<file path="src/rtl/core/prq_pkg.sv">
`timescale 1ns / 1ps
// prq_pkg: shared types and constants for the priority ready queue
// no dependencies; imported by priority_ready_queue_unit

package prq_pkg;

    localparam int CMD_W    = 3;
    localparam int STATUS_W = 2;
    localparam int ID_W     = 8;
    localparam int PRIO_W   = 8;

    typedef enum logic [CMD_W-1:0] {
        CMD_PUSH      = 3'd0,
        CMD_PRIO_PUSH = 3'd1,
        CMD_POP       = 3'd2,
        CMD_REMOVE    = 3'd3,
        CMD_QUERY     = 3'd4
    } t_cmd;

    typedef enum logic [STATUS_W-1:0] {
        ST_OK     = 2'd0,
        ST_EMPTY  = 2'd1,
        ST_FULL   = 2'd2,
        ST_ABSENT = 2'd3
    } t_status;

    typedef enum logic [3:0] {
        S_IDLE,
        S_START,
        S_SCAN_RD,
        S_SCAN_EV,
        S_UP_RD,
        S_UP_WR,
        S_INS,
        S_DN_RD,
        S_DN_WR,
        S_DONE
    } t_state;

endpackage

</file>
<file path="src/rtl/core/priority_ready_queue_unit.sv">
`timescale 1ns / 1ps
// priority_ready_queue_unit: ordered task queue with a sequenced walk over slot memory
// depends on prq_pkg
//
// Usage:
//   input channel  i_valid / o_ready carries one command word: i_command,
//   i_task_id, i_task_priority. output channel o_valid / i_ready carries one
//   result word per command: o_result_id, o_result_valid, o_status, o_found,
//   o_now_empty.
//   Entries live in one slot memory ({id, priority} per slot, head at slot 0)
//   with one write and one registered read per cycle. A small sequencer
//   drives a single compare unit and the memory port. A push writes at the
//   tail; a priority push scans for the first entry of lower priority, moves
//   the later entries up one slot and writes into the gap (or at the tail);
//   pop and remove scan to the entry and move the later ones down; query
//   scans until a hit. A pop, remove or query on an empty queue, or a push
//   into a full one, ends without a walk. o_ready is high only between
//   commands. The result sits in an output register, so the next command is
//   taken while a result waits; a stalled receiver holds the sequencer at its
//   last step once a second result is due. Reset empties the queue (slot
//   contents are left as they are), drops o_valid and leaves o_ready high.

module priority_ready_queue_unit
    import prq_pkg::*;
#(
    parameter int QUEUE_DEPTH = 16,
    parameter int ID_BITS     = 8,
    parameter int PRIO_BITS   = 8
) (
    input  logic                i_clk,
    input  logic                i_rst_n,
    input  logic                i_valid,
    output logic                o_ready,
    input  logic [CMD_W-1:0]    i_command,
    input  logic [ID_W-1:0]     i_task_id,
    input  logic [PRIO_W-1:0]   i_task_priority,
    output logic                o_valid,
    input  logic                i_ready,
    output logic [ID_W-1:0]     o_result_id,
    output logic                o_result_valid,
    output logic [STATUS_W-1:0] o_status,
    output logic                o_found,
    output logic                o_now_empty
);

    localparam int AW  = (QUEUE_DEPTH > 1) ? $clog2(QUEUE_DEPTH) : 1;
    localparam int CW  = $clog2(QUEUE_DEPTH + 1);
    localparam int IDX = (ID_BITS > ID_W) ? ID_BITS : ID_W;
    localparam int PRX = (PRIO_BITS > PRIO_W) ? PRIO_BITS : PRIO_W;
    localparam int DW  = ID_BITS + PRIO_BITS;

    // slot memory, {id, priority}
    logic [DW-1:0] r_mem [QUEUE_DEPTH];
    logic [DW-1:0] r_rd;

    t_state r_state, n_state;
    logic [CW-1:0]        r_occ, n_occ;
    logic [CW-1:0]        r_idx, n_idx;
    logic [CW-1:0]        r_pos, n_pos;
    logic [CMD_W-1:0]     r_cmd;
    logic [ID_BITS-1:0]   r_id;
    logic [PRIO_BITS-1:0] r_prio;
    logic [ID_BITS-1:0]   r_res_id, n_res_id;
    logic                 r_res_valid, n_res_valid;
    t_status              r_status, n_status;
    logic                 r_found, n_found;
    logic                 r_first, n_first;

    logic                r_out_valid;
    logic [ID_W-1:0]     r_out_id;
    logic                r_out_rvalid;
    logic [STATUS_W-1:0] r_out_status;
    logic                r_out_found;
    logic                r_out_empty;

    logic                 w_accept;
    logic                 w_out_load;
    logic                 w_full;
    logic                 w_empty;
    logic                 w_scan_last;
    logic                 w_dn_last;
    logic                 w_up_last;
    logic                 w_hit;
    logic [CW-1:0]        w_idx_p1;
    logic [CW-1:0]        w_idx_m1;
    logic [ID_BITS-1:0]   w_rd_id;
    logic [PRIO_BITS-1:0] w_rd_prio;
    logic [IDX-1:0]       w_id_in;
    logic [PRX-1:0]       w_prio_in;
    logic [IDX-1:0]       w_res_ext;
    logic [AW-1:0]        w_rd_addr;
    logic                 w_wr_en;
    logic [AW-1:0]        w_wr_addr;
    logic [DW-1:0]        w_wr_data;

    assign w_accept   = i_valid && o_ready;
    assign w_out_load = (r_state == S_DONE) && (!r_out_valid || i_ready);

    assign w_id_in   = IDX'(i_task_id);
    assign w_prio_in = PRX'(i_task_priority);
    assign w_res_ext = IDX'(r_res_id);

    assign w_full      = (r_occ == CW'(QUEUE_DEPTH));
    assign w_empty     = (r_occ == '0);
    assign w_idx_p1    = r_idx + CW'(1);
    assign w_idx_m1    = r_idx - CW'(1);
    assign w_scan_last = (w_idx_p1 >= r_occ);
    assign w_dn_last   = ((r_idx + CW'(2)) >= r_occ);
    assign w_up_last   = (r_idx == (r_pos + CW'(1)));

    assign w_rd_id   = r_rd[DW-1:PRIO_BITS];
    assign w_rd_prio = r_rd[PRIO_BITS-1:0];

    // shared compare unit
    always_comb begin
        unique case (r_cmd)
            CMD_PRIO_PUSH: w_hit = (r_prio > w_rd_prio);
            CMD_POP:       w_hit = 1'b1;
            default:       w_hit = (w_rd_id == r_id);
        endcase
    end

    // next state
    always_comb begin
        n_state = r_state;
        unique case (r_state)
            S_IDLE: begin
                if (w_accept) n_state = S_START;
            end
            S_START: begin
                unique case (r_cmd)
                    CMD_PUSH:      n_state = w_full ? S_DONE : S_INS;
                    CMD_PRIO_PUSH: n_state = w_full ? S_DONE : (w_empty ? S_INS : S_SCAN_RD);
                    CMD_POP, CMD_REMOVE, CMD_QUERY: begin
                        n_state = w_empty ? S_DONE : S_SCAN_RD;
                    end
                    default:       n_state = S_DONE;
                endcase
            end
            S_SCAN_RD: n_state = S_SCAN_EV;
            S_SCAN_EV: begin
                if (w_hit) begin
                    unique case (r_cmd)
                        CMD_PRIO_PUSH: n_state = S_UP_RD;
                        CMD_QUERY:     n_state = S_DONE;
                        default:       n_state = w_scan_last ? S_DONE : S_DN_RD;
                    endcase
                end else if (w_scan_last) begin
                    n_state = (r_cmd == CMD_PRIO_PUSH) ? S_INS : S_DONE;
                end else begin
                    n_state = S_SCAN_RD;
                end
            end
            S_UP_RD: n_state = S_UP_WR;
            S_UP_WR: n_state = w_up_last ? S_INS : S_UP_RD;
            S_INS:   n_state = S_DONE;
            S_DN_RD: n_state = S_DN_WR;
            S_DN_WR: n_state = w_dn_last ? S_DONE : S_DN_RD;
            S_DONE: begin
                if (w_out_load) n_state = S_IDLE;
            end
            default: n_state = S_IDLE;
        endcase
    end

    // datapath and memory port control
    always_comb begin
        n_occ       = r_occ;
        n_idx       = r_idx;
        n_pos       = r_pos;
        n_res_id    = r_res_id;
        n_res_valid = r_res_valid;
        n_status    = r_status;
        n_found     = r_found;
        n_first     = r_first;
        w_rd_addr   = r_idx[AW-1:0];
        w_wr_en     = 1'b0;
        w_wr_addr   = r_idx[AW-1:0];
        w_wr_data   = r_rd;
        unique case (r_state)
            S_IDLE: begin
                n_res_id    = '0;
                n_res_valid = 1'b0;
                n_status    = ST_OK;
                n_found     = 1'b0;
                n_first     = 1'b0;
                n_idx       = '0;
            end
            S_START: begin
                n_pos = r_occ;
                unique case (r_cmd)
                    CMD_PUSH, CMD_PRIO_PUSH: begin
                        if (w_full) n_status = ST_FULL;
                    end
                    CMD_POP, CMD_REMOVE: begin
                        if (w_empty) n_status = ST_EMPTY;
                    end
                    default: ;
                endcase
            end
            S_SCAN_RD: w_rd_addr = r_idx[AW-1:0];
            S_SCAN_EV: begin
                if (w_hit) begin
                    n_pos = r_idx;
                    unique case (r_cmd)
                        CMD_PRIO_PUSH: n_idx = r_occ;
                        CMD_QUERY:     n_found = 1'b1;
                        default: begin
                            if (r_cmd == CMD_POP) begin
                                n_res_id    = w_rd_id;
                                n_res_valid = 1'b1;
                            end
                            if (w_scan_last) n_occ = r_occ - CW'(1);
                            else             n_first = 1'b1;
                        end
                    endcase
                end else if (w_scan_last) begin
                    n_pos = r_occ;
                    if (r_cmd == CMD_REMOVE) n_status = ST_ABSENT;
                end else begin
                    n_idx = w_idx_p1;
                end
            end
            S_UP_RD: w_rd_addr = w_idx_m1[AW-1:0];
            S_UP_WR: begin
                w_wr_en = 1'b1;
                if (!w_up_last) n_idx = w_idx_m1;
            end
            S_INS: begin
                w_wr_en   = 1'b1;
                w_wr_addr = r_pos[AW-1:0];
                w_wr_data = {r_id, r_prio};
                n_occ     = r_occ + CW'(1);
            end
            S_DN_RD: w_rd_addr = w_idx_p1[AW-1:0];
            S_DN_WR: begin
                w_wr_en = 1'b1;
                n_first = 1'b0;
                // first word moved down is the follower of the removed entry
                if (r_first && r_cmd == CMD_REMOVE) begin
                    n_res_id    = w_rd_id;
                    n_res_valid = 1'b1;
                end
                if (w_dn_last) n_occ = r_occ - CW'(1);
                else           n_idx = w_idx_p1;
            end
            S_DONE: ;
            default: ;
        endcase
    end

    always_ff @(posedge i_clk) begin
        if (w_wr_en) r_mem[w_wr_addr] <= w_wr_data;
        r_rd <= r_mem[w_rd_addr];
    end

    always_ff @(posedge i_clk) begin
        if (!i_rst_n) begin
            r_state     <= S_IDLE;
            r_occ       <= '0;
            r_out_valid <= 1'b0;
        end else begin
            r_state <= n_state;
            r_occ   <= n_occ;
            if (w_out_load)   r_out_valid <= 1'b1;
            else if (i_ready) r_out_valid <= 1'b0;
        end
    end

    always_ff @(posedge i_clk) begin
        r_idx       <= n_idx;
        r_pos       <= n_pos;
        r_res_id    <= n_res_id;
        r_res_valid <= n_res_valid;
        r_status    <= n_status;
        r_found     <= n_found;
        r_first     <= n_first;
        if (w_accept) begin
            r_cmd  <= i_command;
            r_id   <= w_id_in[ID_BITS-1:0];
            r_prio <= w_prio_in[PRIO_BITS-1:0];
        end
        if (w_out_load) begin
            r_out_id     <= w_res_ext[ID_W-1:0];
            r_out_rvalid <= r_res_valid;
            r_out_status <= r_status;
            r_out_found  <= r_found;
            r_out_empty  <= w_empty;
        end
    end

    assign o_ready        = (r_state == S_IDLE);
    assign o_valid        = r_out_valid;
    assign o_result_id    = r_out_id;
    assign o_result_valid = r_out_rvalid;
    assign o_status       = r_out_status;
    assign o_found        = r_out_found;
    assign o_now_empty    = r_out_empty;

    a_occ_bound: assert property (@(posedge i_clk) disable iff (!i_rst_n)
        r_occ <= CW'(QUEUE_DEPTH))
        else $error("occupancy beyond queue depth");

    a_ins_not_full: assert property (@(posedge i_clk) disable iff (!i_rst_n)
        r_state == S_INS |-> !w_full)
        else $error("insert into a full queue");

    a_shift_nonempty: assert property (@(posedge i_clk) disable iff (!i_rst_n)
        (r_state == S_DN_WR || r_state == S_UP_WR) |-> !w_empty)
        else $error("shift on an empty queue");

    a_found_nonempty: assert property (@(posedge i_clk) disable iff (!i_rst_n)
        (o_valid && o_found) |-> !o_now_empty)
        else $error("found reported on an empty queue");

    a_rvalid_ok: assert property (@(posedge i_clk) disable iff (!i_rst_n)
        (o_valid && o_result_valid) |-> (o_status == ST_OK))
        else $error("result id given with an error status");

endmodule

</file>
<file path="config.mk">
export PLATFORM = sky130hd
export DESIGN_NAME = priority_ready_queue_unit
export DESIGN_NICKNAME = d
export VERILOG_FILES = /design/src/rtl/core/prq_pkg.sv /design/src/rtl/core/priority_ready_queue_unit.sv
export SDC_FILE = /design/constraint.sdc
export NUM_CORES = 1
export LEC_CHECK = 0
export ABC_AREA = 1
export ABC_CLOCK_PERIOD_IN_PS = 3100
export BUFFER_PORTS_ARGS = -buffer_cell sky130_fd_sc_hd__buf_2
export CORE_ASPECT_RATIO = 2
export CORE_MARGIN = 3
export CORE_UTILIZATION = 60
export DETAILED_ROUTE_END_ITERATION = 10
export PLACE_DENSITY_LB_ADDON = 0.1
export SLEW_MARGIN = 20
export SYNTH_ARGS = -nofsm -noshare
export SYNTH_HDL_FRONTEND = slang
export SYNTH_SLANG_ARGS = --single-unit
</file>
<file path="constraint.sdc">
create_clock -name i_clk -period 3.1 [get_ports i_clk]
set_input_delay 0.465 -clock i_clk [delete_from_list [all_inputs] [get_ports i_clk]]
set_output_delay 0.465 -clock i_clk [all_outputs]
set_load 0.01 [all_outputs]
</file>
==> results of run 1 <==
## path summary, 6_finish.rpt
path / start / end / depth (start not counted)
max: r_idx[3]$_DFFE_PP_ / r_idx[4]$_DFFE_PP_ / 13
min: i_command[2] / r_cmd[2]$_DFFE_PP_ / 1
max reg2reg: r_idx[3]$_DFFE_PP_ / r_idx[4]$_DFFE_PP_ / 13
min reg2reg: r_status[0]$_DFFE_PP_ / o_status[0]$_DFFE_PP_ / 0
## worst register-to-register path: stages, from the launching register on
cell	delay [ns]
edfxtp_1	0.55
nor2_1	0.20
a21oi_1	0.05
o21ai_0	0.11
inv_1	0.09
ha_1	0.30
a21o_1	0.18
nand2_1	0.05
nand2_1	0.07
nor2_1	0.26
nand4_1	0.17
nand3_1	0.10
nand4_1	0.15
inv_1	0.23
## placed cells by master (no fill, tap or decap), types with 29 or more instances in the layout
cell type	netlist	layout
buf_4	3	57
nand3_1	123	123
edfxtp_1	311	311
o21ai_0	52	52
nor2_1	101	84
o211ai_1	97	97
inv_1	157	157
buf_2	12	37
nand2_1	192	192
clkbuf_16	0	29
a21oi_1	45	43
## flip-flops by register name, indices dropped and copies added, names as in the netlist
register,flops
r_res_valid,1
r_cmd,3
o_status,2
o_result_id,8
r_state,4
r_prio,8
o_now_empty,1
r_idx,5
r_status,2
r_occ,5
r_pos,5
o_found,1
r_res_id,8
r_id,8
o_valid,1
r_first,1
r_found,1
o_result_valid,1
r_mem,256
r_rd,16
## cell usage after synthesis, types with 5 or more instances
cell / n
nand3_1: 123
o21ai_0: 52
nand4_1: 9
dfxtp_1: 26
a21oi_1: 45
xor2_1: 15
o21ai_1: 8
inv_2: 5
nor2_1: 101
or2_1: 21
o211ai_1: 97
or2_2: 8
xnor2_1: 5
edfxtp_1: 311
nand2_1: 192
ha_1: 27
buf_6: 10
clkbuf_1: 32
inv_1: 157
buf_2: 12
## layout make-up
cell class / count / area [sq um]
fillers: 1718 / 7400
flip-flops and latches: 337 / 9860
multi-input cells: 734 / 4070
repair buffers: 104 / 813
clock inverters: 11 / 76.3
well taps: 287 / 359
clock buffers: 43 / 818
inverters: 165 / 624
## power breakdown
group / leakage (nW) / internal [mW] / switching [mW]
Clock: 0.435 / 1.84 / 1.56
Combinational: 2.91 / 2.27 / 4.87
Sequential: 3.06 / 6.17 / 0.295
## metrics by stage
stage                     utilization  instance area (sq um)  power, mW  setup WS, ns  cells
final                           0.692                  16600       17.0         0.281   1681
after floorplan                     -                  14800       11.3         0.588   1294
after CTS                       0.692                  16600       17.1         0.283   1681
after detailed placement        0.654                  15700       13.7         0.299   1627
after global placement          0.654                  15700       13.5         0.346   1627
after global routing            0.692                  16600       18.1        0.0388   1681
## logic make-up (layout without fill, tap and decap cells)
logic type / Yosys count / count (layout) / share of synthesized area
buffers and inverters: 223 / 323 / 0.0638
and+or+nand+nor: 470 / 470 / 0.141
adders and majority gates: 28 / 28 / 0.0242
DFF: 337 / 337 / 0.666
xor gates and xnor gates: 20 / 20 / 0.0118
AOI/OAI and AO/OA: 216 / 216 / 0.0935
## per-layer routing
metal	vias to the layer above	track usage	share of wire
met5	-	0	0
met2	334	0.494	0.55
met3	117	0.0316	0.053
met4	0	0.139	0.053
li1	4673	-	-
met1	4697	0.294	0.34
==> results by group, run 1 <==
Yosys
  • Synth top area share: 0.631
  • Sequential share of the synthesized area: 0.666
  • Async SR Flop Fraction: 0
  • EDFF count, synth: between 300 and 400
  • Syn avg cell area: 11.4 sq um
  • Post-synth top flop: edfxtp_1
  • Yosys reg bits: approximately 340
  • Ranking of synthesized cells by area: edfxtp_1 63%, o211ai_1 4.9%, nand2_1 4.9%
  • Cell accounting for the most synthesized area: edfxtp_1
  • Synthesized cell area: 14800 sq um
  • Warnings, synthesis: 0
  • Mapped Cells: 1294
  • Syn Nets: between 1000 and 1500
  • Synth unique cells: 44

Worst setup path
  • WP buf/inv: 2
  • Startpoint types: flop
  • Slowest CP cell: edfxtp_1
  • CP delay by family, top: simple AND/OR/NAND/NOR gates
  • Worst Setup End Kind: flop
  • CP Cell Sequence: nor2_1 > a21oi_1 > o21ai_0 > inv_1 > ha_1 > a21o_1 > nand2_1 > nand2_1 > nor2_1 > nand4_1 > nand3_1 > nand4_1 > inv_1
  • Crit-path max FO: 9
  • Critical Path RT: ~3.4 ns
  • Crit-path max cell delay: between 0.5 and 0.6 ns
  • Critical path class: flop to flop
  • WP data arrival: roughly 3.1 ns
  • Flop-to-flop setup slack: 0.28 ns

Clock network
  • Reg clk slew, reported paths: approximately 0.070 ns
  • Clk sinks: roughly 340
  • Skew-Pair Late Insertion Delay: about 0.57 ns
  • # hold bufs at CTS: 0
  • CTS root buf: clkbuf_16
  • CTS tree: yes
  • CTS Buf Count: 29
  • PostCTS Resize Cnt: 0
  • Max clock buf depth: 3
  • Post-CTS setup buffer count: 0
  • Htree depth: 1

Route
  • Final WL: 35300 um
  • DR vias/cell: 5.84
  • DR vias: approximately 10000
  • Starting DRT DRC Count: roughly 680
  • Avg WL per Cell: between 20 and 25 um
  • Routed Antenna Nets: 0
  • DR pass1 iterations: 6
  • DRC viols: 0

STA
  • RSZ-0062 raised after global routing: false
  • Fmax: around 350 MHz
  • Relative slew slack: 0.227
  • Setup TNS: 0 ns
  • Worst slew pin tran: about 1.2 ns
  • Endpoints failing hold: 0
  • Period minus WS final: between 2 and 3 ns
  • Final setup vio count: 0
  • Final Cycle Share: 0.909
  • Hold WS: ~0.070 ns
  • Clock Skews: around 0.011 ns
  • Final Max Slew Viols: 0

Power
  • P_leak: 6.41 nW
  • P per Cell Area: ~1000 nW/um^2
  • Worst IR drop on VDD: 0.000652 V

Placement
  • RePlAce Congestion: around 0.95
  • DP Wirelength: ~23000 um
  • I/O Buffers: 37

Die
  • Core area: between 20000 and 25000 sq um
  • Num rows: 80
  • Starting Density: 0.616
  • Die W: ~120 um
  • Die height: 228 um
  • I/O pins: 38
  • Die Footprint: 26700 sq um

Global route
  • Total gr overflow: 0
  • Via count of the first global-routing pass: 9655
  • First-pass GRT wire length: approximately 53000 um
  • Total GRT Usage: 0.269
  • Initial antenna violation count: 0
  • Largest net degree at the start of global routing: 80

Outcome
  • Status: complete, no violations

Layout
  • Share of post-route cells with drive strength above 1: 0.138
  • Diode count: 0
  • Area grow syn2layout: 12.3%
  • Nets: between 1000 and 1500

Run
  • # Max-Cap Violations: 0

Min path
  • Hold crit path type: input port to flop
Power figures use the tool's default switching activity.
==> inputs of run 2 (changes only) <==
RECOVER_POWER = 50   (was default)
==> run 2 against run 1 <==
Compared with the run above:
- via count down 0.32%
- clock-buffer cell count unchanged
- sequential share of layout area up 0.47 points
- flip-flop and latch count unchanged
- wire length down 0.15%
- maximum frequency about the same
- setup slack about the same
- critical path type unchanged
- largest power group unchanged
- highest routed layer unchanged
==> results by group, run 2 (synthesis results as in run 1) <==
Layout
  • Max reg flops: between 200 and 300
  • Top Registers: r_mem: 256 flops, r_rd: 16 flops
  • Nets: 1422
  • Leading cell type in the layout, fill and taps excluded: edfxtp_1
  • Area grow syn2layout: 11.4%
  • Largest Register: r_mem
  • Filler Cells Inserted: about 1800
  • Most frequent cells in the layout: 311 x edfxtp_1, 193 x nand2_1, 158 x inv_1
  • Diode count: 0
  • Post-Layout Cell Count: roughly 1700
  • Share of post-route cells with drive strength above 1: 0.105

STA
  • Relative slew slack: 0.234
  • Final setup vio count: 0
  • Worst slew pin tran: 1.15 ns
  • Fmax: between 300 and 400 MHz
  • Clock Skews: between 0.01 and 0.015 ns
  • Hold WS: ~0.068 ns
  • Setup TNS: 0 ns
  • Final Max Slew Viols: 0
  • Final Cycle Share: 0.910
  • RSZ-0062 raised after global routing: false
  • Period minus WS final: 2.82 ns
  • Endpoints failing hold: 0

Power
  • Switching Fraction: 0.396
  • Clock Power Share: 0.202
  • P per Cell Area: 1020 nW/um^2
  • Final Power: approximately 17 mW
  • NetSw: about 6.7 mW
  • P_leak: 6.27 nW
  • Worst IR drop on VDD: between 0.0006 and 0.0007 V
  • Comb power frac: 0.414
  • Reg power frac: 0.384
  • Int Power: 10.2 mW

Clock network
  • Max clock buf depth: 3
  • CTS tree: yes
  • CTS Buf Count: 29
  • PostCTS Resize Cnt: 0
  • Htree depth: 1
  • Post-CTS setup buffer count: 0
  • # hold bufs at CTS: 0
  • CTS root buf: clkbuf_16
  • Reg clk slew, reported paths: about 0.07 ns
  • Skew-Pair Late Insertion Delay: 0.57 ns
  • Clk sinks: approximately 340

Route
  • DR vias/cell: 5.82
  • Avg WL per Cell: 20.9 um
  • Met3 WL: ~1600 um
  • Routed Antenna Nets: 0
  • Starting DRT DRC Count: between 600 and 700
  • Final WL: approximately 35000 um
  • DR WL met2: 19400 um
  • DR vias: about 9800
  • DR pass1 iterations: 8
  • DR top layer: met4
  • WL met1: 12300 um
  • DRC viols: 0

Min path
  • Hold Crit Start: i_command[2]
  • Hold crit path type: input port to flop

Worst setup path
  • Critical Path RT: around 3.4 ns
  • Worst setup path startpoint: r_idx[3]$_DFFE_PP_
  • Slowest CP cell: edfxtp_1
  • Worst Setup End Kind: flop
  • Startpoint types: flop
  • Crit-path max cell delay: ~0.55 ns
  • CP Cell Sequence: nor2_1 > a21oi_1 > o21ai_0 > inv_1 > ha_1 > a21o_1 > nand2_1 > nand2_1 > nor2_1 > nand4_1 > nand3_1 > nand4_1 > inv_1
  • Critical path class: flop to flop
  • Worst r2r src: r_idx[3]$_DFFE_PP_
  • WP data arrival: 3.08 ns
  • Crit-path max FO: 9

Die
  • Starting Density: 0.616
  • Die height: between 200 and 250 um
  • Die Footprint: approximately 27000 sq um
  • I/O pins: 38
  • Core area: 24000 sq um
  • Die W: about 120 um
  • Num rows: 80

Global route
  • Total gr overflow: 0
  • Via count of the first global-routing pass: 9655
  • Largest net degree at the start of global routing: 80
  • Initial antenna violation count: 0
  • First-pass GRT wire length: about 53000 um
  • Total GRT Usage: 0.269

Placement
  • I/O Buffers: 37
  • RePlAce Congestion: 0.948
  • Inst Count DP: approximately 1600
  • DP Wirelength: between 20000 and 25000 um

Outcome
  • Status: complete, no violations

Run
  • # Max-Cap Violations: 0
==> run 2: changes by cell type in the layout (fill, tap and decap cells not counted), sizes merged <==
cell / change
buf: -41
clkbuf: +41
==> run 2: area by class of cell <==
type | count | area [sq um] | share of cell area
Tap cell | 287 | 359 | 0.0218
Clock buffer | 43 | 818 | 0.0496
Inverter | 165 | 624 | 0.0379
Timing Repair Buffer | 104 | 717 | 0.0435
Multi-Input combinational cell | 734 | 4040 | 0.245
Clock inverter | 11 | 76.3 | 0.00463
Sequential cell | 337 | 9860 | 0.598
==> run 2: power groups by stage <==
stage                     sequential, mW  clock [mW]  combinational (mW)
after CTS                           6.47        3.46                7.13
after global placement              6.55           0                6.94
final                               6.48        3.41                6.99
after floorplan                     6.48           0                4.85
after detailed placement            6.56           0                7.10
after global routing                6.52        3.64                7.77
==> run 2: critical path: cells and delay by family (launching register included) <==
family | cells | cell delay, ns
adder cells (fa/ha/maj) | 1 | 0.30
flip-flops | 1 | 0.55
AO/OA/AOI/OAI | 3 | 0.34
buffers and inverters | 2 | 0.32
AND/OR/NAND/NOR | 7 | 0.99
==> run 2: through the flow <==
| step | instance area (sq um) | util | setup slack, ns |
|---|---|---|---|
| 6_report | 16500 | 0.687 | 0.280 |
| 5_1_grt | 16500 | 0.687 | 0.0388 |
| 4_1_cts | 16600 | 0.692 | 0.283 |
| 3_5_place_dp | 15700 | 0.654 | 0.299 |
| 3_3_place_gp | 15700 | 0.654 | 0.346 |
| 2_1_floorplan | 14800 | - | 0.588 |
==> run 2: path summary, 6_finish.rpt <==
check,endpoint,slack [ns],cells past startpoint
min reg2reg,o_status[0]$_DFFE_PP_,0.42,0
min,r_cmd[2]$_DFFE_PP_,0.07,1
max,r_idx[4]$_DFFE_PP_,0.28,13
max reg2reg,r_idx[4]$_DFFE_PP_,0.28,13
==> run 2: layer usage <==
layer | vias to the layer above | track usage
li1 | 4678 | -
met1 | 4699 | 0.294
met2 | 296 | 0.494
met3 | 117 | 0.0316
met4 | 0 | 0.139
met5 | - | 0
==> inputs of run 3 (changes only) <==
CTS_BUF_LIST = sky130_fd_sc_hd__clkbuf_2 sky130_fd_sc_hd__clkbuf_4 sky130_fd_sc_hd__clkbuf_8   (was default)
GPL_TIMING_DRIVEN = 0   (was default)
==> run 3 against run 2 <==
Compared with the run above:
- clock power shrank 2%
- maximum frequency decreased by 7.3%
- critical path depth down 4
- global-route usage rose by 3.5 points
- via count rose by 1.9%
- clock skew increased by 0.012 ns
- register-to-register slack worse by 0.22 ns
- clock-buffer cell count grew 15
- utilization rose by 0.23 points
- design area rose by 0.33%
==> results by group, run 3 (synthesis results as in run 1) <==
Clock network
  • Htree depth: 2
  • CTS root buf: clkbuf_8
  • Max clock buf depth: 3
  • CTS tree: yes
  • Clk sinks: around 340
  • # hold bufs at CTS: 0
  • Skew-Pair Late Insertion Delay: around 0.59 ns
  • Reg clk slew, reported paths: approximately 0.07 ns
  • CTS Buf Count: 47

Layout
  • Area grow syn2layout: 11.8%
  • Share of post-route cells with drive strength above 1: 0.127
  • Largest Register: r_mem
  • Leading cell type in the layout, fill and taps excluded: edfxtp_1
  • Diode count: 0
  • Nets: ~1500
  • Most frequent cells in the layout: 311 x edfxtp_1, 192 x nand2_1, 155 x inv_1
  • Final core occ: 0.689
  • Max reg flops: approximately 260
  • Post-Layout Cell Count: between 1500 and 2000
  • Footprint of the multi-input gates: 4090 sq um
  • Fin area: 16500 sq um
  • Register area: around 9900 sq um
  • Filler Cells Inserted: approximately 1800
  • Top Registers: r_mem: 256 flops, r_rd: 16 flops

STA
  • Relative slew slack: 0.136
  • Worst slew pin tran: approximately 1.3 ns
  • Clock Skews: ~0.023 ns
  • Period minus WS final: a little over 3 ns
  • Final worst slack: roughly 0.057 ns
  • Final Cycle Share: 0.982
  • Fmax: about 330 MHz
  • Endpoints failing hold: 0
  • Final setup vio count: 0
  • Final Max Slew Viols: 0
  • RSZ-0062 raised after global routing: false

Die
  • Core area: approximately 24000 sq um
  • I/O pins: 38
  • Num rows: 80
  • Die Footprint: approximately 27000 sq um
  • Starting Density: 0.616
  • Die W: about 120 um
  • Die height: about 230 um

Global route
  • First-pass GRT wire length: 58400 um
  • Total gr overflow: 0
  • Initial antenna violation count: 0
  • Largest net degree at the start of global routing: 17
  • Total GRT Usage: 0.304
  • Via count of the first global-routing pass: between 10000 and 15000

Route
  • DRC viols: 0
  • Routed Antenna Nets: 0
  • Final WL: 39600 um
  • DR vias/cell: slightly below 6
  • Starting DRT DRC Count: between 800 and 900
  • DR vias: between 9000 and 10000
  • Avg WL per Cell: 22.9 um
  • DR pass1 iterations: 5

Worst setup path
  • Critical path class: flop to flop
  • Worst Setup End Kind: flop
  • Flop-to-flop setup slack: 0.06 ns
  • CP Cell Sequence: buf_6 > nor2_4 > nand2_1 > nor2_2 > nor2_1 > nand2_1 > nand3_1 > nor2_1 > buf_6
  • Crit-path max FO: 13
  • Critical Path RT: approximately 3.4 ns
  • WP data arrival: between 3 and 4 ns
  • WP buf/inv: 2
  • CP delay by family, top: simple AND/OR/NAND/NOR gates
  • Crit-path max cell delay: roughly 0.53 ns
  • Startpoint types: flop
  • Slowest CP cell: nor2_1

Power
  • Final Power: 17.7 mW
  • P_leak: 6.32 nW
  • Worst IR drop on VDD: slightly below 0.0006 V
  • P per Cell Area: between 1000 and 1500 nW/um^2

Outcome
  • Status: complete, no violations

Placement
  • I/O Buffers: 37
  • Area post-placement: approximately 16000 sq um
  • RePlAce Congestion: 0.954
  • Place WS: -0.295 ns
  • Inst Count DP: 1642
  • DP Wirelength: between 20000 and 30000 um

Run
  • # Max-Cap Violations: 0

Min path
  • Hold crit path type: input port to flop
[run 3: changes by cell type in the layout (fill, tap and decap cells not counted), moves of 8 or more]
cell,previous run,this run
clkbuf_8,4,47
buf_4,38,5
clkbuf_16,29,0
buf_6,0,19
buf_2,15,29
clkinv_1,3,17
clkbuf_4,0,11
nor2_2,16,5
buf_12,10,0
nor2_4,1,9
[run 3: worst register-to-register path, cell delays in order, from the launching register on]
cell	delay (ns)
dfxtp_1	0.31
buf_6	0.13
nor2_4	0.17
nand2_1	0.26
nor2_2	0.37
nor2_1	0.16
nand2_1	0.21
nand3_1	0.34
nor2_1	0.54
buf_6	0.26
[run 3: where the power goes]
| group | switching [mW] | total [mW] | leakage [nW] | internal (mW) |
|---|---|---|---|---|
| registers | 0.271 | 6.46 | 3.06 | 6.19 |
| logic | 5.65 | 7.92 | 2.79 | 2.26 |
| clock network | 1.63 | 3.35 | 0.466 | 1.72 |
| total | 7.55 | 17.7 | 6.32 | 10.2 |
[run 3: final cells by class]
cell class / instances / area share
Timing Repair Buffer: 63 / 0.0240
Multi-Input combinational cell: 734 / 0.247
Clock inverter: 26 / 0.00998
Tap cell: 287 / 0.0217
Buffer: 58 / 0.0195
Clock buffer: 58 / 0.0441
Sequential cell: 337 / 0.596
Inverter: 165 / 0.0377
[run 3: per-layer routing]
| metal | up-vias | part of all wire | track usage |
|---|---|---|---|
| li1 | 4750 | - | - |
| met1 | 4667 | 0.31 | 0.299 |
| met2 | 404 | 0.54 | 0.548 |
| met3 | 155 | 0.058 | 0.0456 |
| met4 | 0 | 0.094 | 0.230 |
| met5 | - | 0 | 0 |
[run 3: per-stage QoR]
| step | setup TNS, ns | hold WS, ns |
|---|---|---|
| floorplan | 0 | 0.400 |
| global placement | -246.24 | 0.402 |
| detailed placement | -19.54 | 0.405 |
| CTS | -4.73 | 0.0266 |
| global route | 0 | 0.0303 |
| finish | 0 | 0.0567 |
[run 3: what timing repair did]
item,CTS,global route
setup buffers,2,0
endpoints found under the setup margin,156,241
gates resized for setup,7,14
pin swaps,0,0
hold endpoints to repair,0,0
[run 3: path summary, 6_finish.rpt]
check                                  from                  endpoint  cells past startpoint
setup / recovery    r_state[1]$_SDFFE_PN0P_    r_mem[10][6]$_DFFE_PP_                      9
hold / removal                 i_task_id[1]         r_id[1]$_DFFE_PP_                      1
setup reg to reg    r_state[1]$_SDFFE_PN0P_    r_mem[10][6]$_DFFE_PP_                      9
hold reg to reg   r_res_id[2]$_SDFFCE_PN0P_  o_result_id[2]$_DFFE_PP_                      0
